<file path="config.mk">
export PLATFORM = sky130hd
export DESIGN_NAME = accumulator_machine_core
export DESIGN_NICKNAME = d
export VERILOG_FILES = /design/src/hdl/accm_pkg.sv /design/src/hdl/accm_ram.sv /design/src/hdl/accm_obuf.sv /design/src/hdl/accm_seq.sv /design/src/hdl/accumulator_machine_core.sv
export SDC_FILE = /design/constraint.sdc
export NUM_CORES = 2
export LEC_CHECK = 0
export ABC_CLOCK_PERIOD_IN_PS = 13300
export BUFFER_PORTS_ARGS = -buffer_cell sky130_fd_sc_hd__buf_2
export CAP_MARGIN = 0
export CORE_MARGIN = 1.5
export CORE_UTILIZATION = 30
export CTS_CLUSTER_SIZE = 10
export DETAILED_ROUTE_END_ITERATION = 8
export GPL_TIMING_DRIVEN = 0
export PLACE_DENSITY_LB_ADDON = 0.2
export SKIP_CTS_REPAIR_TIMING = 1
export SLEW_MARGIN = 0
export SYNTH_ARGS = -nofsm -noshare
export SYNTH_HDL_FRONTEND = slang
export SYNTH_HIERARCHICAL = 1
export SYNTH_SLANG_ARGS = --single-unit
export TNS_END_PERCENT = 10
</file>
<file path="constraint.sdc">
create_clock -name i_clk -period 13.3 [get_ports i_clk]
set_clock_uncertainty 0.2 [all_clocks]
set_input_delay 1.995 -clock i_clk [delete_from_list [all_inputs] [get_ports i_clk]]
set_output_delay 1.995 -clock i_clk [all_outputs]
set_load 0.02 [all_outputs]
</file>
<file path="src/hdl/accm_pkg.sv">
`default_nettype none
package accm_pkg;

    localparam int MEM_WORDS = 100;
    localparam int ADDR_W    = $clog2(MEM_WORDS);
    localparam int WORD_W    = 16;

    // request opcodes
    localparam logic [1:0] OP_WRITE   = 2'd0;
    localparam logic [1:0] OP_RESTART = 2'd1;
    localparam logic [1:0] OP_EXEC    = 2'd2;

    // instruction groups (hundreds digit)
    localparam logic [3:0] GRP_ADD   = 4'd1;
    localparam logic [3:0] GRP_SUB   = 4'd2;
    localparam logic [3:0] GRP_STORE = 4'd3;
    localparam logic [3:0] GRP_LOAD  = 4'd5;
    localparam logic [3:0] GRP_BRA   = 4'd6;
    localparam logic [3:0] GRP_BRZ   = 4'd7;
    localparam logic [3:0] GRP_BRP   = 4'd8;
    localparam logic [3:0] GRP_IO    = 4'd9;

    localparam logic [ADDR_W-1:0] IO_INPUT  = ADDR_W'(1);
    localparam logic [ADDR_W-1:0] IO_OUTPUT = ADDR_W'(2);

    localparam logic [WORD_W-1:0] WORD_LIMIT = WORD_W'(1000);

    typedef struct packed {
        logic [1:0]              opcode;
        logic [ADDR_W-1:0]       address;
        logic signed [WORD_W-1:0] word;
        logic signed [WORD_W-1:0] in_value;
    } t_in_req;

    typedef struct packed {
        logic                     status;
        logic                     out_valid;
        logic signed [WORD_W-1:0] out_value;
        logic [ADDR_W-1:0]        next_pc;
        logic signed [WORD_W-1:0] acc_now;
    } t_out_req;

    typedef struct packed {
        logic [3:0]        grp;
        logic [ADDR_W-1:0] opnd;
    } t_dec;

    // Split a word in 0..999 into hundreds digit and operand.
    // x*41 >> 12 equals x/100 over that range.
    function automatic t_dec dec_word(input logic [9:0] w);
        logic [15:0] prod;
        logic [3:0]  q;
        logic [9:0]  rem;
        t_dec        d;
        prod   = 16'(w) * 16'd41;
        q      = prod[15:12];
        rem    = w - 10'(q) * 10'd100;
        d.grp  = q;
        d.opnd = rem[ADDR_W-1:0];
        return d;
    endfunction

endpackage
`default_nettype wire

</file>
<file path="src/hdl/accm_ram.sv">
`default_nettype none
module accm_ram #(
    parameter int WIDTH = 16,
    parameter int DEPTH = 100,
    parameter int AW    = $clog2(DEPTH)
) (
    input  wire logic             i_clk,
    input  wire logic             i_wr_en,
    input  wire logic [AW-1:0]    i_wr_addr,
    input  wire logic [WIDTH-1:0] i_wr_data,
    input  wire logic             i_rd_en,
    input  wire logic [AW-1:0]    i_rd_addr,
    output logic      [WIDTH-1:0] o_rd_data
);

    logic [WIDTH-1:0] r_mem [DEPTH];

    always_ff @(posedge i_clk) begin
        if (i_wr_en) begin
            r_mem[i_wr_addr] <= i_wr_data;
        end
        if (i_rd_en) begin
            o_rd_data <= r_mem[i_rd_addr];
        end
    end

endmodule
`default_nettype wire

</file>
<file path="src/hdl/accm_obuf.sv">
`default_nettype none
module accm_obuf import accm_pkg::*; (
    input  wire logic     i_clk,
    input  wire logic     i_rst_n,
    input  wire logic     i_push,
    input  wire t_out_req i_push_req,
    output logic          o_ready,
    output logic          o_out_valid,
    output t_out_req      o_out_req,
    input  wire logic     i_out_stall
);

    logic     r_vld;
    t_out_req r_req;

    assign o_ready     = !r_vld || !i_out_stall;
    assign o_out_valid = r_vld;
    assign o_out_req   = r_req;

    always_ff @(posedge i_clk) begin
        if (!i_rst_n) begin
            r_vld <= 1'b0;
        end else if (i_push && o_ready) begin
            r_vld <= 1'b1;
        end else if (!i_out_stall) begin
            r_vld <= 1'b0;
        end
    end

    always_ff @(posedge i_clk) begin
        if (i_push && o_ready) begin
            r_req <= i_push_req;
        end
    end

endmodule
`default_nettype wire

</file>
<file path="src/hdl/accm_seq.sv">
`default_nettype none
module accm_seq import accm_pkg::*; (
    input  wire logic              i_clk,
    input  wire logic              i_rst_n,
    input  wire logic              i_in_valid,
    input  wire t_in_req           i_in_req,
    output logic                   o_in_stall,
    output logic                   o_rd_en,
    output logic [ADDR_W-1:0]      o_rd_addr,
    input  wire logic [WORD_W-1:0] i_rd_data,
    output logic                   o_wr_en,
    output logic [ADDR_W-1:0]      o_wr_addr,
    output logic [WORD_W-1:0]      o_wr_data,
    output logic                   o_push,
    output t_out_req               o_push_req,
    input  wire logic              i_push_ready
);

    typedef enum logic [3:0] {
        S_IDLE  = 4'b0001,
        S_FETCH = 4'b0010,
        S_OPER  = 4'b0100,
        S_DONE  = 4'b1000
    } t_state;

    t_state                r_state, n_state;
    logic [ADDR_W-1:0]     r_pc, n_pc;
    logic [WORD_W-1:0]     r_acc, n_acc;
    logic                  r_halt, n_halt;
    logic [MEM_WORDS-1:0]  r_vld, n_vld;
    logic                  r_rd_vld;
    logic [WORD_W-1:0]     r_in_value, n_in_value;
    logic [3:0]            r_kind, n_kind;
    t_out_req              r_hold, n_hold;

    logic                  fin;
    logic                  emit;
    logic [WORD_W-1:0]     mem_q;
    t_dec                  dec;
    t_out_req              res;

    assign mem_q = r_rd_vld ? i_rd_data : '0;
    assign dec   = dec_word(mem_q[9:0]);

    always_comb begin
        n_state    = r_state;
        n_pc       = r_pc;
        n_acc      = r_acc;
        n_halt     = r_halt;
        n_vld      = r_vld;
        n_in_value = r_in_value;
        n_kind     = r_kind;
        n_hold     = r_hold;
        fin        = 1'b0;
        emit       = 1'b0;
        o_in_stall = 1'b1;
        o_rd_en    = 1'b0;
        o_rd_addr  = r_pc;
        o_wr_en    = 1'b0;
        o_wr_addr  = i_in_req.address;
        o_wr_data  = i_in_req.word;

        case (r_state)
            S_IDLE: begin
                o_in_stall = 1'b0;
                if (i_in_valid) begin
                    n_in_value = i_in_req.in_value;
                    case (i_in_req.opcode)
                        OP_WRITE: begin
                            if (i_in_req.address < ADDR_W'(MEM_WORDS)) begin
                                o_wr_en                  = 1'b1;
                                n_vld[i_in_req.address] = 1'b1;
                            end
                            fin = 1'b1;
                        end
                        OP_RESTART: begin
                            n_pc   = '0;
                            n_acc  = '0;
                            n_halt = 1'b0;
                            fin    = 1'b1;
                        end
                        OP_EXEC: begin
                            if (r_halt) begin
                                fin = 1'b1;
                            end else begin
                                o_rd_en = 1'b1;
                                n_state = S_FETCH;
                            end
                        end
                        default: begin
                            fin = 1'b1;
                        end
                    endcase
                end
            end
            S_FETCH: begin
                n_pc = (r_pc == ADDR_W'(MEM_WORDS - 1)) ? '0 : r_pc + 1'b1;
                fin  = 1'b1;
                if (mem_q == '0) begin
                    n_halt = 1'b1;
                end else if (!mem_q[WORD_W-1] && mem_q < WORD_LIMIT) begin
                    case (dec.grp)
                        GRP_ADD, GRP_SUB, GRP_LOAD: begin
                            o_rd_en   = 1'b1;
                            o_rd_addr = dec.opnd;
                            n_kind    = dec.grp;
                            n_state   = S_OPER;
                            fin       = 1'b0;
                        end
                        GRP_STORE: begin
                            o_wr_en          = 1'b1;
                            o_wr_addr        = dec.opnd;
                            o_wr_data        = r_acc;
                            n_vld[dec.opnd] = 1'b1;
                        end
                        GRP_BRA: n_pc = dec.opnd;
                        GRP_BRZ: begin
                            if (r_acc == '0) begin
                                n_pc = dec.opnd;
                            end
                        end
                        GRP_BRP: begin
                            if (!r_acc[WORD_W-1]) begin
                                n_pc = dec.opnd;
                            end
                        end
                        GRP_IO: begin
                            if (dec.opnd == IO_INPUT) begin
                                n_acc = r_in_value;
                            end else if (dec.opnd == IO_OUTPUT) begin
                                emit = 1'b1;
                            end
                        end
                        default: ;
                    endcase
                end
            end
            S_OPER: begin
                fin = 1'b1;
                case (r_kind)
                    GRP_ADD: n_acc = r_acc + mem_q;
                    GRP_SUB: n_acc = r_acc - mem_q;
                    default: n_acc = mem_q;
                endcase
            end
            S_DONE: begin
                if (i_push_ready) begin
                    n_state = S_IDLE;
                end
            end
            default: begin
                n_state = S_IDLE;
            end
        endcase

        res.status    = n_halt;
        res.out_valid = emit;
        res.out_value = emit ? r_acc : '0;
        res.next_pc   = n_pc;
        res.acc_now   = n_acc;

        o_push     = fin || (r_state == S_DONE);
        o_push_req = (r_state == S_DONE) ? r_hold : res;

        // hold the result until the output register frees up
        if (fin) begin
            n_state = i_push_ready ? S_IDLE : S_DONE;
            n_hold  = res;
        end
    end

    always_ff @(posedge i_clk) begin
        if (!i_rst_n) begin
            r_state <= S_IDLE;
            r_pc    <= '0;
            r_acc   <= '0;
            r_halt  <= 1'b0;
            r_vld   <= '0;
        end else begin
            r_state <= n_state;
            r_pc    <= n_pc;
            r_acc   <= n_acc;
            r_halt  <= n_halt;
            r_vld   <= n_vld;
        end
    end

    always_ff @(posedge i_clk) begin
        r_in_value <= n_in_value;
        r_kind     <= n_kind;
        r_hold     <= n_hold;
        if (o_rd_en) begin
            r_rd_vld <= r_vld[o_rd_addr];
        end
    end

endmodule
`default_nettype wire

</file>
<file path="src/hdl/accumulator_machine_core.sv">
`default_nettype none
// Decimal accumulator machine with a 100-word data/program memory.
// Input channel (i_in_valid / i_in_req / o_in_stall) carries one request:
// write a memory word, restart (pc, accumulator and halt flag cleared,
// memory kept) or execute one instruction. Every request gives exactly one
// result on the output channel (o_out_valid / o_out_req / i_out_stall).
// Write, restart and a step while halted are answered straight from idle;
// a step fetches its instruction, and add, subtract and load then go on to
// read their operand from the single memory read port after the
// instruction fetch. A new request is taken as soon as the sequencer is
// back in idle, so a step must finish before the next request is taken.
// The output register lets a request be taken while the previous result
// waits; if it is still stalled when the next result is ready, the
// sequencer holds that result and stalls the input.
// Reset (synchronous, active low) clears pc, accumulator, halt flag and the
// per-word valid bits, so all memory reads back as zero until written.
module accumulator_machine_core import accm_pkg::*; (
    input  wire logic     i_clk,
    input  wire logic     i_rst_n,
    input  wire logic     i_in_valid,
    input  wire t_in_req  i_in_req,
    output logic          o_in_stall,
    output logic          o_out_valid,
    output t_out_req      o_out_req,
    input  wire logic     i_out_stall
);

    logic              rd_en;
    logic [ADDR_W-1:0] rd_addr;
    logic [WORD_W-1:0] rd_data;
    logic              wr_en;
    logic [ADDR_W-1:0] wr_addr;
    logic [WORD_W-1:0] wr_data;
    logic              push;
    t_out_req          push_req;
    logic              push_ready;

    accm_ram #(
        .WIDTH (WORD_W),
        .DEPTH (MEM_WORDS)
    ) u_ram (
        .i_clk     (i_clk),
        .i_wr_en   (wr_en),
        .i_wr_addr (wr_addr),
        .i_wr_data (wr_data),
        .i_rd_en   (rd_en),
        .i_rd_addr (rd_addr),
        .o_rd_data (rd_data)
    );

    accm_seq u_seq (
        .i_clk        (i_clk),
        .i_rst_n      (i_rst_n),
        .i_in_valid   (i_in_valid),
        .i_in_req     (i_in_req),
        .o_in_stall   (o_in_stall),
        .o_rd_en      (rd_en),
        .o_rd_addr    (rd_addr),
        .i_rd_data    (rd_data),
        .o_wr_en      (wr_en),
        .o_wr_addr    (wr_addr),
        .o_wr_data    (wr_data),
        .o_push       (push),
        .o_push_req   (push_req),
        .i_push_ready (push_ready)
    );

    accm_obuf u_obuf (
        .i_clk       (i_clk),
        .i_rst_n     (i_rst_n),
        .i_push      (push),
        .i_push_req  (push_req),
        .o_ready     (push_ready),
        .o_out_valid (o_out_valid),
        .o_out_req   (o_out_req),
        .i_out_stall (i_out_stall)
    );

endmodule
`default_nettype wire

</file>
==> flow_summary.ini <==
[grt]
grt_first_pass_wirelength_um = 336000
antenna_found_initial = 8
grt_pass1_vias = 42200
grt_max_degree = 85
grt_overflow_total = 0
grt_usage_pct = 18.5

[cells_and_area]
multi_input_area_mm2 = 0.0205
final_cell_mix = edfxtp_1, mux4_2, nor2_1
regArea_mm2 = 0.0542
final_util_pct = 35.3
fillers = 23700
areaGrowthSynthToFinish_pct = 17.3
layout_commonest_cell = edfxtp_1
drive_gt1_share_pct = 24.1
layout.nets = 4706
post-route-cell-area_mm2 = 0.0887

[yosys]
synthesis.area_mm2 = 0.0756
synth_cell_types = 86
synthXorXnorAreaFrac_pct = 0.553
synth_mux_area_share_pct = 14.4
async_flop_share_pct = 0
synth_enable_flop_cells = 1719
synthAdderAreaFrac_pct = 1.08
synth_seq_cells = 1848
synth_warnings = 6
syn_nets = 4307
netlist_instances = 4201
synth_ff_type = edfxtp_1
synth_top_family_by_area = multiplexers
synthSimpleGateAreaFrac_pct = 5.10
synth_compound_area_share_pct = 5.25
syn_avg_cell_area_um2 = 18.0
ys_seq_area_share_pct = 71.7

[worst_setup_path]
critical_path_arrival_ps = 12360
crit_type = reg2reg
cp.buffers_inverters = 7
worstPathRequired_ps = 13690
cpMaxStageDelayCell = xnor2_1
worst_path_largest_cell_delay_ps = 950
cp-end-kind = register
critPathLaunchType = register
critPathTopFamily = buffers and inverters
path_max_fanout = 10
worst_path_most_repeated_cell = clkbuf_1

[pwr]
p_per_area_mw_per_mm2 = 136
intPower_mw = 9.43
p_seq_share_pct = 53.1
ir_drop_uv = 118
p_leak_nw = 27.9
power_frac_clock_pct = 43.4
p_switching_mw = 2.61
comb_power_share_pct = 3.5
power.switching_fraction_pct = 21.7

[timing]
fin_crit_sh_pct = 90.0
final_hold_viol_count = 0
fin_crit_ps = 11970
max-slew-margin-rel_pct = -3.57
finalMaxSlewViolations = 7
setup_viol = 0
whs_ps = 255
tightestPinTransition_ps = 1540
tns_ps = 0
max_freq_ghz = 0.0835
rsz0062_at_grt = false

[drt]
drtIter0Drc = 5107
final_antenna_net_count = 0
drc = 0
wl_per_cell_um = 29.7
vias = 42600
routed_wirelength_um = 239000
drt-vias-per-instance = 5.29
drtPass1Iterations = 9

[min_path]
hp-class = reg2reg

[placement]
portBuffers = 81
place_area_mm2 = 0.0827
dp_hpwl_um = 167000
routabilityCongestion = 0.925

[die]
dieArea_mm2 = 0.255
core.rowCount = 184
start_util_pct = 30.1
die_y_um = 505
fp.coreArea_mm2 = 0.251
die_w_um = 505
io_pins = 88

[outcome]
violations = capacitance limit, slew limit
status = complete, but fails checks

[cts]
cts_buffer_depth = 3
numCtsBuffers = 210
cts_tree = done
cts_sinks = 1848
clk_latency_ps = 860
cts_root_buffer = clkbuf_16
h-tree-depth = 4
clk_pin_slew_ps = 60

[job]
cap_violations = 3
-- stage by stage --
step | total power, mW | cells | setup slack (ps)
after floorplan | 6.75 | 4201 | 3550
after global placement | 6.92 | 7630 | -3880
after detailed placement | 6.93 | 7736 | 1730
after CTS | 12.2 | 8040 | 1660
after global routing | 12.4 | 8040 | 1070
final | 12.0 | 8042 | 1330
-- metal layers --
layer  wire length, um  global-route usage, %  vias to the layer above
li1                  -                      -                    17700
met5                 0                      0                        -
met4              5580                   4.51                        0
met2            112000                   29.4                     1503
met3             13800                   2.61                      278
met1            108000                   26.6                    23100
-- sequential cells by signal, indices dropped and copies added (netlist names) --
register / flops
u_ram/o_rd_data: 16
u_seq/r_acc: 16
u_seq/r_pc: 7
u_seq/r_kind: 4
u_seq/r_in_value: 16
u_seq/r_rd_vld: 1
u_obuf/o_out_req: 41
u_seq/r_halt: 1
u_seq/r_hold: 41
u_obuf/o_out_valid: 1
u_seq/r_vld: 100
u_seq/r_state: 4
u_ram/r_mem: 1600
-- Yosys cell counts, drive strengths merged, types with 58 or more instances --
cell type / number / area share (%)
mux4: 440 / 13
o21ai: 60 / 0.41
and2: 58 / 0.48
clkbuf: 112 / 0.56
mux2i: 77 / 1.1
edfxtp: 1719 / 68
nor2: 339 / 1.7
dfxtp: 129 / 3.4
nand2: 210 / 1.0
a21oi: 141 / 0.93
a22oi: 77 / 0.76
buf: 116 / 1.1
o22ai: 72 / 0.60
-- path summary, 6_finish.rpt --
| path | start | endpoint | slack [ps] | cells after the start |
|---|---|---|---|---|
| max | u_seq/r_rd_vld$_DFFE_PP_ | u_ram/o_rd_data[8]$_DFFE_PP_ | 1330 | 28 |
| min | u_seq/r_vld[59]$_SDFFE_PN0P_ | u_seq/r_vld[59]$_SDFFE_PN0P_ | 250 | 1 |
| max reg2reg | u_seq/r_rd_vld$_DFFE_PP_ | u_ram/o_rd_data[8]$_DFFE_PP_ | 1330 | 28 |
| min reg2reg | u_seq/r_vld[59]$_SDFFE_PN0P_ | u_seq/r_vld[59]$_SDFFE_PN0P_ | 250 | 1 |
-- power by group through the flow --
stage | Sequential, mW | Combinational (mW) | Clock [mW]
global route | 6.39 | 0.443 | 5.57
global placement | 6.54 | 0.380 | 0
CTS | 6.39 | 0.417 | 5.36
floorplan | 6.53 | 0.212 | 0
detailed placement | 6.51 | 0.417 | 0
finish | 6.39 | 0.418 | 5.23
-- worst reg2reg max path: cells and delay by family, from the launching register on --
kind | cells | cell delay [ps]
buf+inv | 7 | 3210
xor+xnor | 2 | 1210
simple gates | 6 | 1730
compound gates | 8 | 3020
fa+ha+maj | 5 | 1850
flops | 1 | 500
-- layout make-up --
class / count / area share [%]
clock inverters: 27 / 0.416
multi-input cells: 2069 / 23.1
inverters: 56 / 0.237
diodes: 2 / 0.00565
well taps: 3348 / 4.73
flip-flops and latches: 1848 / 61.1
plain buffers: 228 / 1.38
repair buffers: 187 / 2.66
clock buffers: 277 / 6.35
-- cell families (layout without fill, tap and decap cells) --
group | after synthesis | in the layout
buf+inv | 284 | 775
flops | 1848 | 1848
compound gates | 594 | 594
mux | 534 | 534
other cells | 0 | 2
xor+xnor | 44 | 44
fa+ha+maj | 62 | 62
simple gates | 835 | 835
Power figures use the tool's default switching activity.
